<file path="src/rtsm_pkg.sv">
`timescale 1ns / 1ps
// Package for the resistive touch sample mapper: transfer structs, register
// indexes, state encodings and reset values. No dependencies.
package rtsm_pkg;

	localparam int RAW_W = 12;
	localparam int GUARD_W = 8;
	localparam int CFG_IDX_W = 3;
	localparam int CFG_DATA_W = 12;
	localparam int SX_W = 9;
	localparam int SY_W = 8;
	localparam int PH_SAMPLES = 4;

	localparam int SCREEN_W_DEF = 320;
	localparam int SCREEN_H_DEF = 240;
	localparam int SAMPLES_DEF = 4;

	localparam logic [RAW_W-1:0] X_ZERO_RST = 12'd3440;
	localparam logic [RAW_W-1:0] X_EDGE_RST = 12'd370;
	localparam logic [RAW_W-1:0] Y_ZERO_RST = 12'd2870;
	localparam logic [RAW_W-1:0] Y_EDGE_RST = 12'd870;
	localparam logic [RAW_W-1:0] NO_TOUCH_RST = 12'd2700;
	localparam logic [GUARD_W-1:0] GUARD_RST = 8'd18;

	typedef enum logic [CFG_IDX_W-1:0] {
		REG_X_ZERO = 3'd0,
		REG_X_EDGE = 3'd1,
		REG_Y_ZERO = 3'd2,
		REG_Y_EDGE = 3'd3,
		REG_NO_TOUCH = 3'd4,
		REG_GUARD = 3'd5
	} cfg_reg_t;

	typedef enum logic [1:0] {
		ST_IDLE,
		ST_MAP,
		ST_DONE
	} top_state_t;

	typedef enum logic [1:0] {
		LN_IDLE,
		LN_MUL,
		LN_DIV,
		LN_DONE
	} lane_state_t;

	typedef struct packed {
		logic [RAW_W-1:0] xph_s0;
		logic [RAW_W-1:0] xph_s1;
		logic [RAW_W-1:0] xph_s2;
		logic [RAW_W-1:0] xph_s3;
		logic [RAW_W-1:0] yph_s0;
		logic [RAW_W-1:0] yph_s1;
		logic [RAW_W-1:0] yph_s2;
		logic [RAW_W-1:0] yph_s3;
	} in_item_t;

	typedef struct packed {
		logic             touched;
		logic [SX_W-1:0]  screen_x;
		logic [SY_W-1:0]  screen_y;
		logic [RAW_W-1:0] recent_raw_x;
		logic [RAW_W-1:0] recent_raw_y;
	} out_item_t;

endpackage

</file>
<file path="src/rtsm_avg.sv">
`timescale 1ns / 1ps
// Phase averager: sums the first SAMPLES readings of one drive phase and
// divides by SAMPLES with shifts or a reciprocal multiply. Uses rtsm_pkg.
module rtsm_avg #(
	parameter int SAMPLES = rtsm_pkg::SAMPLES_DEF
) (
	input  logic [rtsm_pkg::PH_SAMPLES-1:0][rtsm_pkg::RAW_W-1:0] samples,
	output logic [rtsm_pkg::RAW_W-1:0]                           avg
);

	localparam int SUM_W = rtsm_pkg::RAW_W + 2;
	localparam logic [16:0] RECIP3 = 17'd43691;

	logic [SUM_W-1:0] sum;
	logic [SUM_W+16:0] prod3;

	always_comb begin
		sum = '0;
		for (int i = 0; i < rtsm_pkg::PH_SAMPLES; i++) begin
			if (i < SAMPLES) begin
				sum = sum + SUM_W'(samples[i]);
			end
		end
	end

	assign prod3 = (SUM_W+17)'(sum) * (SUM_W+17)'(RECIP3);

	always_comb begin
		if (SAMPLES == 1) begin
			avg = sum[rtsm_pkg::RAW_W-1:0];
		end else if (SAMPLES == 2) begin
			avg = sum[rtsm_pkg::RAW_W:1];
		end else if (SAMPLES == 3) begin
			avg = prod3[rtsm_pkg::RAW_W+16:17];
		end else begin
			avg = sum[rtsm_pkg::RAW_W+1:2];
		end
	end

endmodule

</file>
<file path="src/rtsm_lane.sv">
`timescale 1ns / 1ps
// Axis mapping lane: signed (raw - zero) * TOP / (edge - zero), truncated and
// clamped to 0..TOP, using a radix-2 restoring divider. Uses rtsm_pkg.
module rtsm_lane #(
	parameter int TOP = rtsm_pkg::SCREEN_W_DEF - 1
) (
	input  logic                        clk,
	input  logic                        arst_n,
	input  logic                        start,
	input  logic [rtsm_pkg::RAW_W-1:0]  raw,
	input  logic [rtsm_pkg::RAW_W-1:0]  at_zero,
	input  logic [rtsm_pkg::RAW_W-1:0]  at_edge,
	output logic                        done,
	output logic [$clog2(TOP+1)-1:0]    result
);

	localparam int TW = $clog2(TOP + 1);
	localparam int DW = rtsm_pkg::RAW_W + 1;
	localparam int PW = DW + TW + 1;
	localparam int MW = DW + TW;
	localparam int CW = $clog2(MW);
	localparam logic [TW-1:0] TOP_V = TW'(TOP);

	rtsm_pkg::lane_state_t state_q, state_d;

	logic signed [DW-1:0] diff_q, den_q;
	logic [MW-1:0] quo_q;
	logic [rtsm_pkg::RAW_W-1:0] den_mag_q, rem_q;
	logic neg_q, zero_q;
	logic [CW-1:0] cnt_q;

	logic signed [PW-1:0] prod;
	logic [PW-1:0] prod_neg;
	logic [DW-1:0] den_neg;
	logic [rtsm_pkg::RAW_W:0] rem_sh, rem_sub;
	logic ge;

	assign prod = diff_q * $signed({1'b0, TOP_V});
	assign prod_neg = -prod;
	assign den_neg = -den_q;
	assign rem_sh = {rem_q, quo_q[MW-1]};
	assign ge = rem_sh >= {1'b0, den_mag_q};
	assign rem_sub = rem_sh - {1'b0, den_mag_q};

	always_comb begin
		state_d = state_q;
		case (state_q)
			rtsm_pkg::LN_IDLE: begin
				if (start) state_d = rtsm_pkg::LN_MUL;
			end
			rtsm_pkg::LN_MUL: begin
				state_d = rtsm_pkg::LN_DIV;
			end
			rtsm_pkg::LN_DIV: begin
				if (cnt_q == CW'(MW - 1)) state_d = rtsm_pkg::LN_DONE;
			end
			rtsm_pkg::LN_DONE: begin
				if (start) state_d = rtsm_pkg::LN_MUL;
			end
			default: begin
				state_d = rtsm_pkg::LN_IDLE;
			end
		endcase
	end

	always_comb begin
		done = (state_q == rtsm_pkg::LN_DONE);
		if (zero_q || neg_q) begin
			result = '0;
		end else if (quo_q > MW'(TOP_V)) begin
			result = TOP_V;
		end else begin
			result = quo_q[TW-1:0];
		end
	end

	always_ff @(posedge clk or negedge arst_n) begin
		if (!arst_n) begin
			state_q <= rtsm_pkg::LN_IDLE;
		end else begin
			state_q <= state_d;
		end
	end

	always_ff @(posedge clk) begin
		if (start) begin
			diff_q <= $signed({1'b0, raw}) - $signed({1'b0, at_zero});
			den_q <= $signed({1'b0, at_edge}) - $signed({1'b0, at_zero});
		end else if (state_q == rtsm_pkg::LN_MUL) begin
			quo_q <= prod[PW-1] ? prod_neg[MW-1:0] : prod[MW-1:0];
			den_mag_q <= den_q[DW-1] ? den_neg[rtsm_pkg::RAW_W-1:0]
				: den_q[rtsm_pkg::RAW_W-1:0];
			neg_q <= prod[PW-1] ^ den_q[DW-1];
			zero_q <= (den_q == '0);
			rem_q <= '0;
			cnt_q <= '0;
		end else if (state_q == rtsm_pkg::LN_DIV) begin
			rem_q <= ge ? rem_sub[rtsm_pkg::RAW_W-1:0] : rem_sh[rtsm_pkg::RAW_W-1:0];
			quo_q <= {quo_q[MW-2:0], ge};
			cnt_q <= cnt_q + CW'(1);
		end
	end

endmodule

</file>
<file path="src/resistive_touch_sample_mapper.sv">
`timescale 1ns / 1ps
// Resistive touch sample mapper. A poll tick that reports a touch is mapped by
// the bit-serial dividers in the two axis lanes; a tick in guard or without a
// finger skips them and goes straight to the output register. One tick is in
// work at a time, so the input stalls until the result is loaded for output.
// Reset is asynchronous: configuration registers return to their defaults, guard and stored pair to zero.
module resistive_touch_sample_mapper #(
	parameter int SCREEN_W = rtsm_pkg::SCREEN_W_DEF,
	parameter int SCREEN_H = rtsm_pkg::SCREEN_H_DEF,
	parameter int SAMPLES = rtsm_pkg::SAMPLES_DEF
) (
	input  logic                             clk,
	input  logic                             arst_n,
	input  logic                             cfg_wr_en,
	input  logic [rtsm_pkg::CFG_IDX_W-1:0]   cfg_index,
	input  logic [rtsm_pkg::CFG_DATA_W-1:0]  cfg_data,
	input  logic                             in_valid,
	output logic                             in_stall,
	input  rtsm_pkg::in_item_t               in_data,
	output logic                             out_valid,
	input  logic                             out_stall,
	output rtsm_pkg::out_item_t              out_data
);

	localparam int XTW = $clog2(SCREEN_W);
	localparam int YTW = $clog2(SCREEN_H);

	logic [rtsm_pkg::RAW_W-1:0] x_zero_q, x_edge_q, y_zero_q, y_edge_q, no_touch_q;
	logic [rtsm_pkg::GUARD_W-1:0] guard_reload_q, guard_q;
	logic [rtsm_pkg::RAW_W-1:0] stored_x_q, stored_y_q;

	rtsm_pkg::top_state_t state_q, state_d;
	logic accept, touch_now, lane_start, out_load;
	logic lane_x_done, lane_y_done;
	logic [XTW-1:0] lane_x_res;
	logic [YTW-1:0] lane_y_res;
	logic [31:0] sx_wide, sy_wide;
	logic [rtsm_pkg::RAW_W-1:0] xa, ya;

	logic pend_touched_q;
	logic [rtsm_pkg::SX_W-1:0] pend_sx_q;
	logic [rtsm_pkg::SY_W-1:0] pend_sy_q;
	logic out_valid_q;
	rtsm_pkg::out_item_t out_data_q;

	rtsm_avg #(.SAMPLES(SAMPLES)) u_avg_x (
		.samples({in_data.xph_s3, in_data.xph_s2, in_data.xph_s1, in_data.xph_s0}),
		.avg(xa)
	);

	rtsm_avg #(.SAMPLES(SAMPLES)) u_avg_y (
		.samples({in_data.yph_s3, in_data.yph_s2, in_data.yph_s1, in_data.yph_s0}),
		.avg(ya)
	);

	// Axes are swapped: the y phase drives screen x and the x phase drives screen y.
	rtsm_lane #(.TOP(SCREEN_W - 1)) u_lane_x (
		.clk(clk),
		.arst_n(arst_n),
		.start(lane_start),
		.raw(ya),
		.at_zero(x_zero_q),
		.at_edge(x_edge_q),
		.done(lane_x_done),
		.result(lane_x_res)
	);

	rtsm_lane #(.TOP(SCREEN_H - 1)) u_lane_y (
		.clk(clk),
		.arst_n(arst_n),
		.start(lane_start),
		.raw(xa),
		.at_zero(y_zero_q),
		.at_edge(y_edge_q),
		.done(lane_y_done),
		.result(lane_y_res)
	);

	assign sx_wide = 32'(lane_x_res);
	assign sy_wide = 32'(lane_y_res);
	assign touch_now = (xa <= no_touch_q);

	always_comb begin
		state_d = state_q;
		case (state_q)
			rtsm_pkg::ST_IDLE: begin
				if (accept) begin
					state_d = (guard_q == '0 && touch_now) ? rtsm_pkg::ST_MAP
						: rtsm_pkg::ST_DONE;
				end
			end
			rtsm_pkg::ST_MAP: begin
				if (lane_x_done && lane_y_done) state_d = rtsm_pkg::ST_DONE;
			end
			rtsm_pkg::ST_DONE: begin
				if (out_load) state_d = rtsm_pkg::ST_IDLE;
			end
			default: begin
				state_d = rtsm_pkg::ST_IDLE;
			end
		endcase
	end

	always_comb begin
		in_stall = (state_q != rtsm_pkg::ST_IDLE);
		accept = in_valid && (state_q == rtsm_pkg::ST_IDLE);
		lane_start = accept && (guard_q == '0) && touch_now;
		out_load = (state_q == rtsm_pkg::ST_DONE) && (!out_valid_q || !out_stall);
	end

	always_ff @(posedge clk or negedge arst_n) begin
		if (!arst_n) begin
			x_zero_q <= rtsm_pkg::X_ZERO_RST;
			x_edge_q <= rtsm_pkg::X_EDGE_RST;
			y_zero_q <= rtsm_pkg::Y_ZERO_RST;
			y_edge_q <= rtsm_pkg::Y_EDGE_RST;
			no_touch_q <= rtsm_pkg::NO_TOUCH_RST;
			guard_reload_q <= rtsm_pkg::GUARD_RST;
		end else if (cfg_wr_en) begin
			case (cfg_index)
				rtsm_pkg::REG_X_ZERO: x_zero_q <= cfg_data;
				rtsm_pkg::REG_X_EDGE: x_edge_q <= cfg_data;
				rtsm_pkg::REG_Y_ZERO: y_zero_q <= cfg_data;
				rtsm_pkg::REG_Y_EDGE: y_edge_q <= cfg_data;
				rtsm_pkg::REG_NO_TOUCH: no_touch_q <= cfg_data;
				rtsm_pkg::REG_GUARD: guard_reload_q <= cfg_data[rtsm_pkg::GUARD_W-1:0];
				default: begin
				end
			endcase
		end
	end

	always_ff @(posedge clk or negedge arst_n) begin
		if (!arst_n) begin
			state_q <= rtsm_pkg::ST_IDLE;
			guard_q <= '0;
			stored_x_q <= '0;
			stored_y_q <= '0;
			out_valid_q <= 1'b0;
		end else begin
			state_q <= state_d;
			if (accept) begin
				if (guard_q != '0) begin
					guard_q <= guard_q - rtsm_pkg::GUARD_W'(1);
				end else if (touch_now) begin
					guard_q <= guard_reload_q;
					stored_x_q <= ya;
					stored_y_q <= xa;
				end
			end
			if (out_load) begin
				out_valid_q <= 1'b1;
			end else if (!out_stall) begin
				out_valid_q <= 1'b0;
			end
		end
	end

	always_ff @(posedge clk) begin
		if (accept) begin
			pend_touched_q <= lane_start;
			pend_sx_q <= '0;
			pend_sy_q <= '0;
		end else if (state_q == rtsm_pkg::ST_MAP && lane_x_done && lane_y_done) begin
			pend_sx_q <= sx_wide[rtsm_pkg::SX_W-1:0];
			pend_sy_q <= sy_wide[rtsm_pkg::SY_W-1:0];
		end
		if (out_load) begin
			out_data_q.touched <= pend_touched_q;
			out_data_q.screen_x <= pend_sx_q;
			out_data_q.screen_y <= pend_sy_q;
			out_data_q.recent_raw_x <= stored_x_q;
			out_data_q.recent_raw_y <= stored_y_q;
		end
	end

	assign out_valid = out_valid_q;
	assign out_data = out_data_q;

	a_guard_count: assert property (@(posedge clk) disable iff (!arst_n)
		(accept && guard_q != '0) |=> (guard_q == $past(guard_q) - rtsm_pkg::GUARD_W'(1)))
		else $error("guard did not count down on a guarded tick");

	a_idle_coords: assert property (@(posedge clk) disable iff (!arst_n)
		(out_valid && !out_data.touched) |-> (out_data.screen_x == '0 && out_data.screen_y == '0))
		else $error("coordinates nonzero on a tick without touch");

	a_lane_restart: assert property (@(posedge clk) disable iff (!arst_n)
		lane_start |=> (!lane_x_done && !lane_y_done))
		else $error("lane reported done right after start");

	a_map_hold: assert property (@(posedge clk) disable iff (!arst_n)
		(state_q == rtsm_pkg::ST_MAP) |-> in_stall)
		else $error("input taken while lanes are busy");

endmodule

</file>
<file path="config.mk">
export PLATFORM = sky130hd
export DESIGN_NAME = resistive_touch_sample_mapper
export DESIGN_NICKNAME = d
export VERILOG_FILES = /design/src/rtsm_pkg.sv /design/src/rtsm_avg.sv /design/src/rtsm_lane.sv /design/src/resistive_touch_sample_mapper.sv
export SDC_FILE = /design/constraint.sdc
export NUM_CORES = 1
export LEC_CHECK = 0
export BUFFER_PORTS_ARGS = -buffer_cell sky130_fd_sc_hd__buf_2
export CAP_MARGIN = 20
export CORE_AREA = 2 2 210 233
export CTS_CLUSTER_SIZE = 25
export DETAILED_ROUTE_END_ITERATION = 12
export DIE_AREA = 0 0 212 235
export PLACE_DENSITY_LB_ADDON = 0.08
export SYNTH_ARGS = -nofsm -noshare
export SYNTH_HDL_FRONTEND = slang
export SYNTH_SLANG_ARGS = --single-unit
</file>
<file path="constraint.sdc">
create_clock -name clk -period 7.4 [get_ports clk]
set_input_delay 0.37 -clock clk [delete_from_list [all_inputs] [get_ports clk]]
set_output_delay 0.37 -clock clk [all_outputs]
set_load 0.005 [all_outputs]
</file>
==> results.sh <==
export IMPL_multi_input_area_um2=14800
export IMPL_nFillCells=4082
export IMPL_yosysTopAreaCell="edfxtp_1"
export IMPL_tns_ns=0
export IMPL_period_minus_slack_ns=6.65
export IMPL_numCtsBuffers=36
export IMPL_antenna_found_initial=8
export IMPL_syn_cell_area_um2=25800
export IMPL_dieArea_um2=49800
export IMPL_area_growth_pct=11.4
export IMPL_fp_row_count=84
export IMPL_r2r_cells=20
export IMPL_cts_tree="yes"
export IMPL_hold_worst_slack_ns=0.131
export IMPL_tightest_slew_ns=0.978
export IMPL_fmax_mhz=150
export IMPL_reg2reg_to="u_lane_x.quo_q[19]"
export IMPL_ys_seq_area_frac=0.352
export IMPL_core_area_um2=47400
export IMPL_min_period_over_period=0.898
export IMPL_ys_warn_count=0
export IMPL_yosys_most_used_dff="edfxtp_1"
export IMPL_hold_violations=0
export IMPL_wl_per_cell_um=15.4
export IMPL_cp_num_buf_inv=4
export IMPL_cts_resized=0
export IMPL_dr_pass1_iters=5
export IMPL_synthTopCellsByArea="edfxtp_1 (23%), ha_1 (13%), fa_1 (12%), dfrtp_1 (7.4%), inv_1 (6.7%)"
export IMPL_cpPeakStageDelay_ns=0.72
export IMPL_final_nets=3300
export IMPL_drive_above_1_share=0.134
export IMPL_endpoint_kind="flip-flop"
export IMPL_syn_nets=3130
export IMPL_cp_depth=20
export IMPL_grt_pass1_wl_mm=88.4
export IMPL_clk_path_buf_depth=3
export IMPL_p_leak_nw=13.0
export IMPL_vias_per_cell=5.35
export IMPL_post_cts_buffers=0
export IMPL_num_vias=18428
export IMPL_fin_util=0.606
export IMPL_relSlewSlack=0.346
export IMPL_yosysUniqueCellTypes=87
export IMPL_dieWidth_um=212
export IMPL_finalMaxSlewViolations=0
export IMPL_start_util=0.544
export IMPL_synth_edf_count=200
export IMPL_crit_arrival_ns=6.94
export IMPL_cp_top_family="adder cells"
export IMPL_grt_usage=0.217
export IMPL_power_density_nw_per_um2=346
export IMPL_hold_end="no_touch_q[11]"
export IMPL_final_common_cell="inv_1"
export IMPL_antenna_left=0
export IMPL_dp_slack_ns=0.788
export IMPL_skew_ns=0.0159
export IMPL_ioPinCount=160
export IMPL_hold_path_class="in -> reg"
export IMPL_outcome="finished clean"
export IMPL_drt_initial_drc_count=1001
export IMPL_seqCellArea_um2=9060
export IMPL_worstSetupPathType="reg -> reg"
export IMPL_worst_ep_required_time_ns=7.69
export IMPL_routed_wl_mm=53.0
export IMPL_cts_sinks=324
export IMPL_ys_seq_elements=324
export IMPL_critical_path_reg2reg_startpoint="u_lane_x.diff_q[11]"
export IMPL_syn_inst=2601
export IMPL_hp_start="cfg_data[11]"
export IMPL_async_flop_share=0.330
export IMPL_grt_max_degree=71
export IMPL_first_global_vias=18248
export IMPL_clkTransAtPathRegs_ns=0.06
export IMPL_fp_dieH_um=235
export IMPL_setup_viol=0
export IMPL_syn_area_per_cell_um2=9.91
export IMPL_regToRegSetupSlack_ns=0.75
export IMPL_rsz0062_at_grt="no"
export IMPL_mostFrequentLayoutCells="inv_1 (463), ha_1 (262), edfxtp_1 (200)"
export IMPL_portBuffers=159
export IMPL_cts_root_buf="clkbuf_16"
export IMPL_dp_final_hpwl_mm=41.9
export IMPL_drc=0
export IMPL_worstHoldPathCells=3
export IMPL_overflow=0
export IMPL_synth_top_cell_area_share=0.233
export IMPL_path_cells="inv_1 > ha_1 > xor2_1 > fa_1 > inv_1 > fa_1 > fa_1 > inv_1 > fa_1 > inv_1 > ha_1 > nand2_1 > o21ai_0 > a31oi_1 > o211ai_1 > xor2_1 > nor4_1 > a31oi_1 > xnor2_1 > mux2_2"
export IMPL_clock_latency_ns=0.55
export IMPL_hold_buffers=1
export IMPL_htree_num_levels=2
export IMPL_setup_ws_ns=0.752
export IMPL_ir_drop_v=0.000161
export IMPL_worst_path_max_fanout=8
export IMPL_gp_congestion=0.819
export IMPL_startpoint_type="flip-flop"
export IMPL_cap_violations=0
export IMPL_slowest_stage="nor4_1"
## routing by layer
| metal | part of all wire | GRT usage | wire length (µm) | vias up |
|---|---|---|---|---|
| met1 | 0.46 | 0.300 | 24600 | 8760 |
| met4 | 0.017 | 0.0493 | 915 | 12 |
| met5 | 0.0011 | 0 | 57 | - |
| li1 | - | - | - | 9203 |
| met3 | 0.059 | 0.0454 | 3130 | 71 |
| met2 | 0.46 | 0.351 | 24300 | 382 |
## report_power, final
group	internal, W	switching, W	total (W)
clock	0.00118	0.000748	0.00193
sequential	0.00272	0.000236	0.00295
combinational	0.00210	0.00295	0.00505
total	0.00600	0.00394	0.00994
## area by class of cell
cell class              instances  area share
clock buffers                  40      0.0333
flip-flops and latches        324       0.316
well taps                     645      0.0281
repair buffers                178      0.0340
inverters                     464      0.0607
diodes                          2    0.000174
clock inverters                26      0.0112
multi-input cells            1767       0.517
## registers in the layout, summed over array words and instances (netlist names), 5 cells and up
register and count:
stored_y_q 12, stored_x_q 12, pend_sx_q 9, u_lane_y.den_mag_q 12
u_lane_y.den_q 13, u_lane_y.cnt_q 5, out_data 42, x_edge_q 12
u_lane_x.den_mag_q 12, y_edge_q 12, x_zero_q 12, u_lane_x.rem_q 12
u_lane_y.rem_q 12, u_lane_x.den_q 13, u_lane_y.diff_q 13, no_touch_q 12
u_lane_x.diff_q 13, y_zero_q 12, guard_reload_q 8, u_lane_x.cnt_q 5
pend_sy_q 8, u_lane_y.quo_q 21, guard_q 8, u_lane_x.quo_q 22
## worst max-delay path by stage
| stage | start | endpoint |
|---|---|---|
| 2_1_floorplan | in_data[72] | u_lane_x.cnt_q[0] |
| 3_5_place_dp | in_data[72] | u_lane_x.quo_q[18] |
| 6_report | u_lane_x.diff_q[11] | u_lane_x.quo_q[19] |
| 4_1_cts | u_lane_x.diff_q[11] | u_lane_x.quo_q[21] |
| 3_3_place_gp | in_data[72] | u_lane_x.quo_q[14] |
| 5_1_grt | u_lane_x.diff_q[11] | u_lane_x.quo_q[21] |
## cells in the mapped netlist (6+ instances only)
cell      number
clkbuf_1      33
nor2_1       200
nor2b_1       29
a21oi_1      171
o31ai_1       26
and2_1        12
xnor2_1      115
o211ai_1       7
edfxtp_1     200
nor3b_1        7
nand3_1       22
o41ai_1       15
o31a_1         6
nand4_1       13
dfrtp_1       76
nand2_1      130
a31oi_1       12
nor3_1        46
o21bai_1      20
or3_1         31
or2_2         12
dfxtp_1       17
ha_1         264
dfstp_2       31
xor2_1        55
o21ai_0      149
o21a_1        15
fa_1         149
or4_1          7
a21o_1        28
nor4_1        10
a21boi_0      25
inv_1        463
nand2b_1      13
mux2_2        63
buf_1          6
a211oi_1       8
mux2i_1       12
## logic make-up (layout without fill, tap and decap cells)
| kind of cell | count (synthesis) | after routing | synth area share |
|---|---|---|---|
| and+or+nand+nor | 565 | 565 | 0.106 |
| AOI/OAI and AO/OA | 544 | 544 | 0.134 |
| buffers and inverters | 510 | 708 | 0.0748 |
| adders and majority gates | 413 | 413 | 0.244 |
| DFF | 324 | 324 | 0.352 |
| xor gates and xnor gates | 170 | 170 | 0.0578 |
| muxes | 75 | 75 | 0.0322 |
| other | 0 | 2 | 0 |
## tightest hold or removal path: stages
cell and delay, ns:
buf_2 0.16, nand2_1 0.07, o21ai_0 0.07
## through the flow
| step | cells | instance area [µm²] | power [W] |
|---|---|---|---|
| floorplan | 2601 | 25800 | 0.00677 |
| global placement | 3374 | 27400 | 0.00782 |
| detailed placement | 3374 | 27400 | 0.00798 |
| CTS | 3441 | 28700 | 0.00998 |
| global route | 3446 | 28700 | 0.0108 |
| finish | 3446 | 28700 | 0.00994 |
No activity file was read; power rests on OpenSTA's default activity.
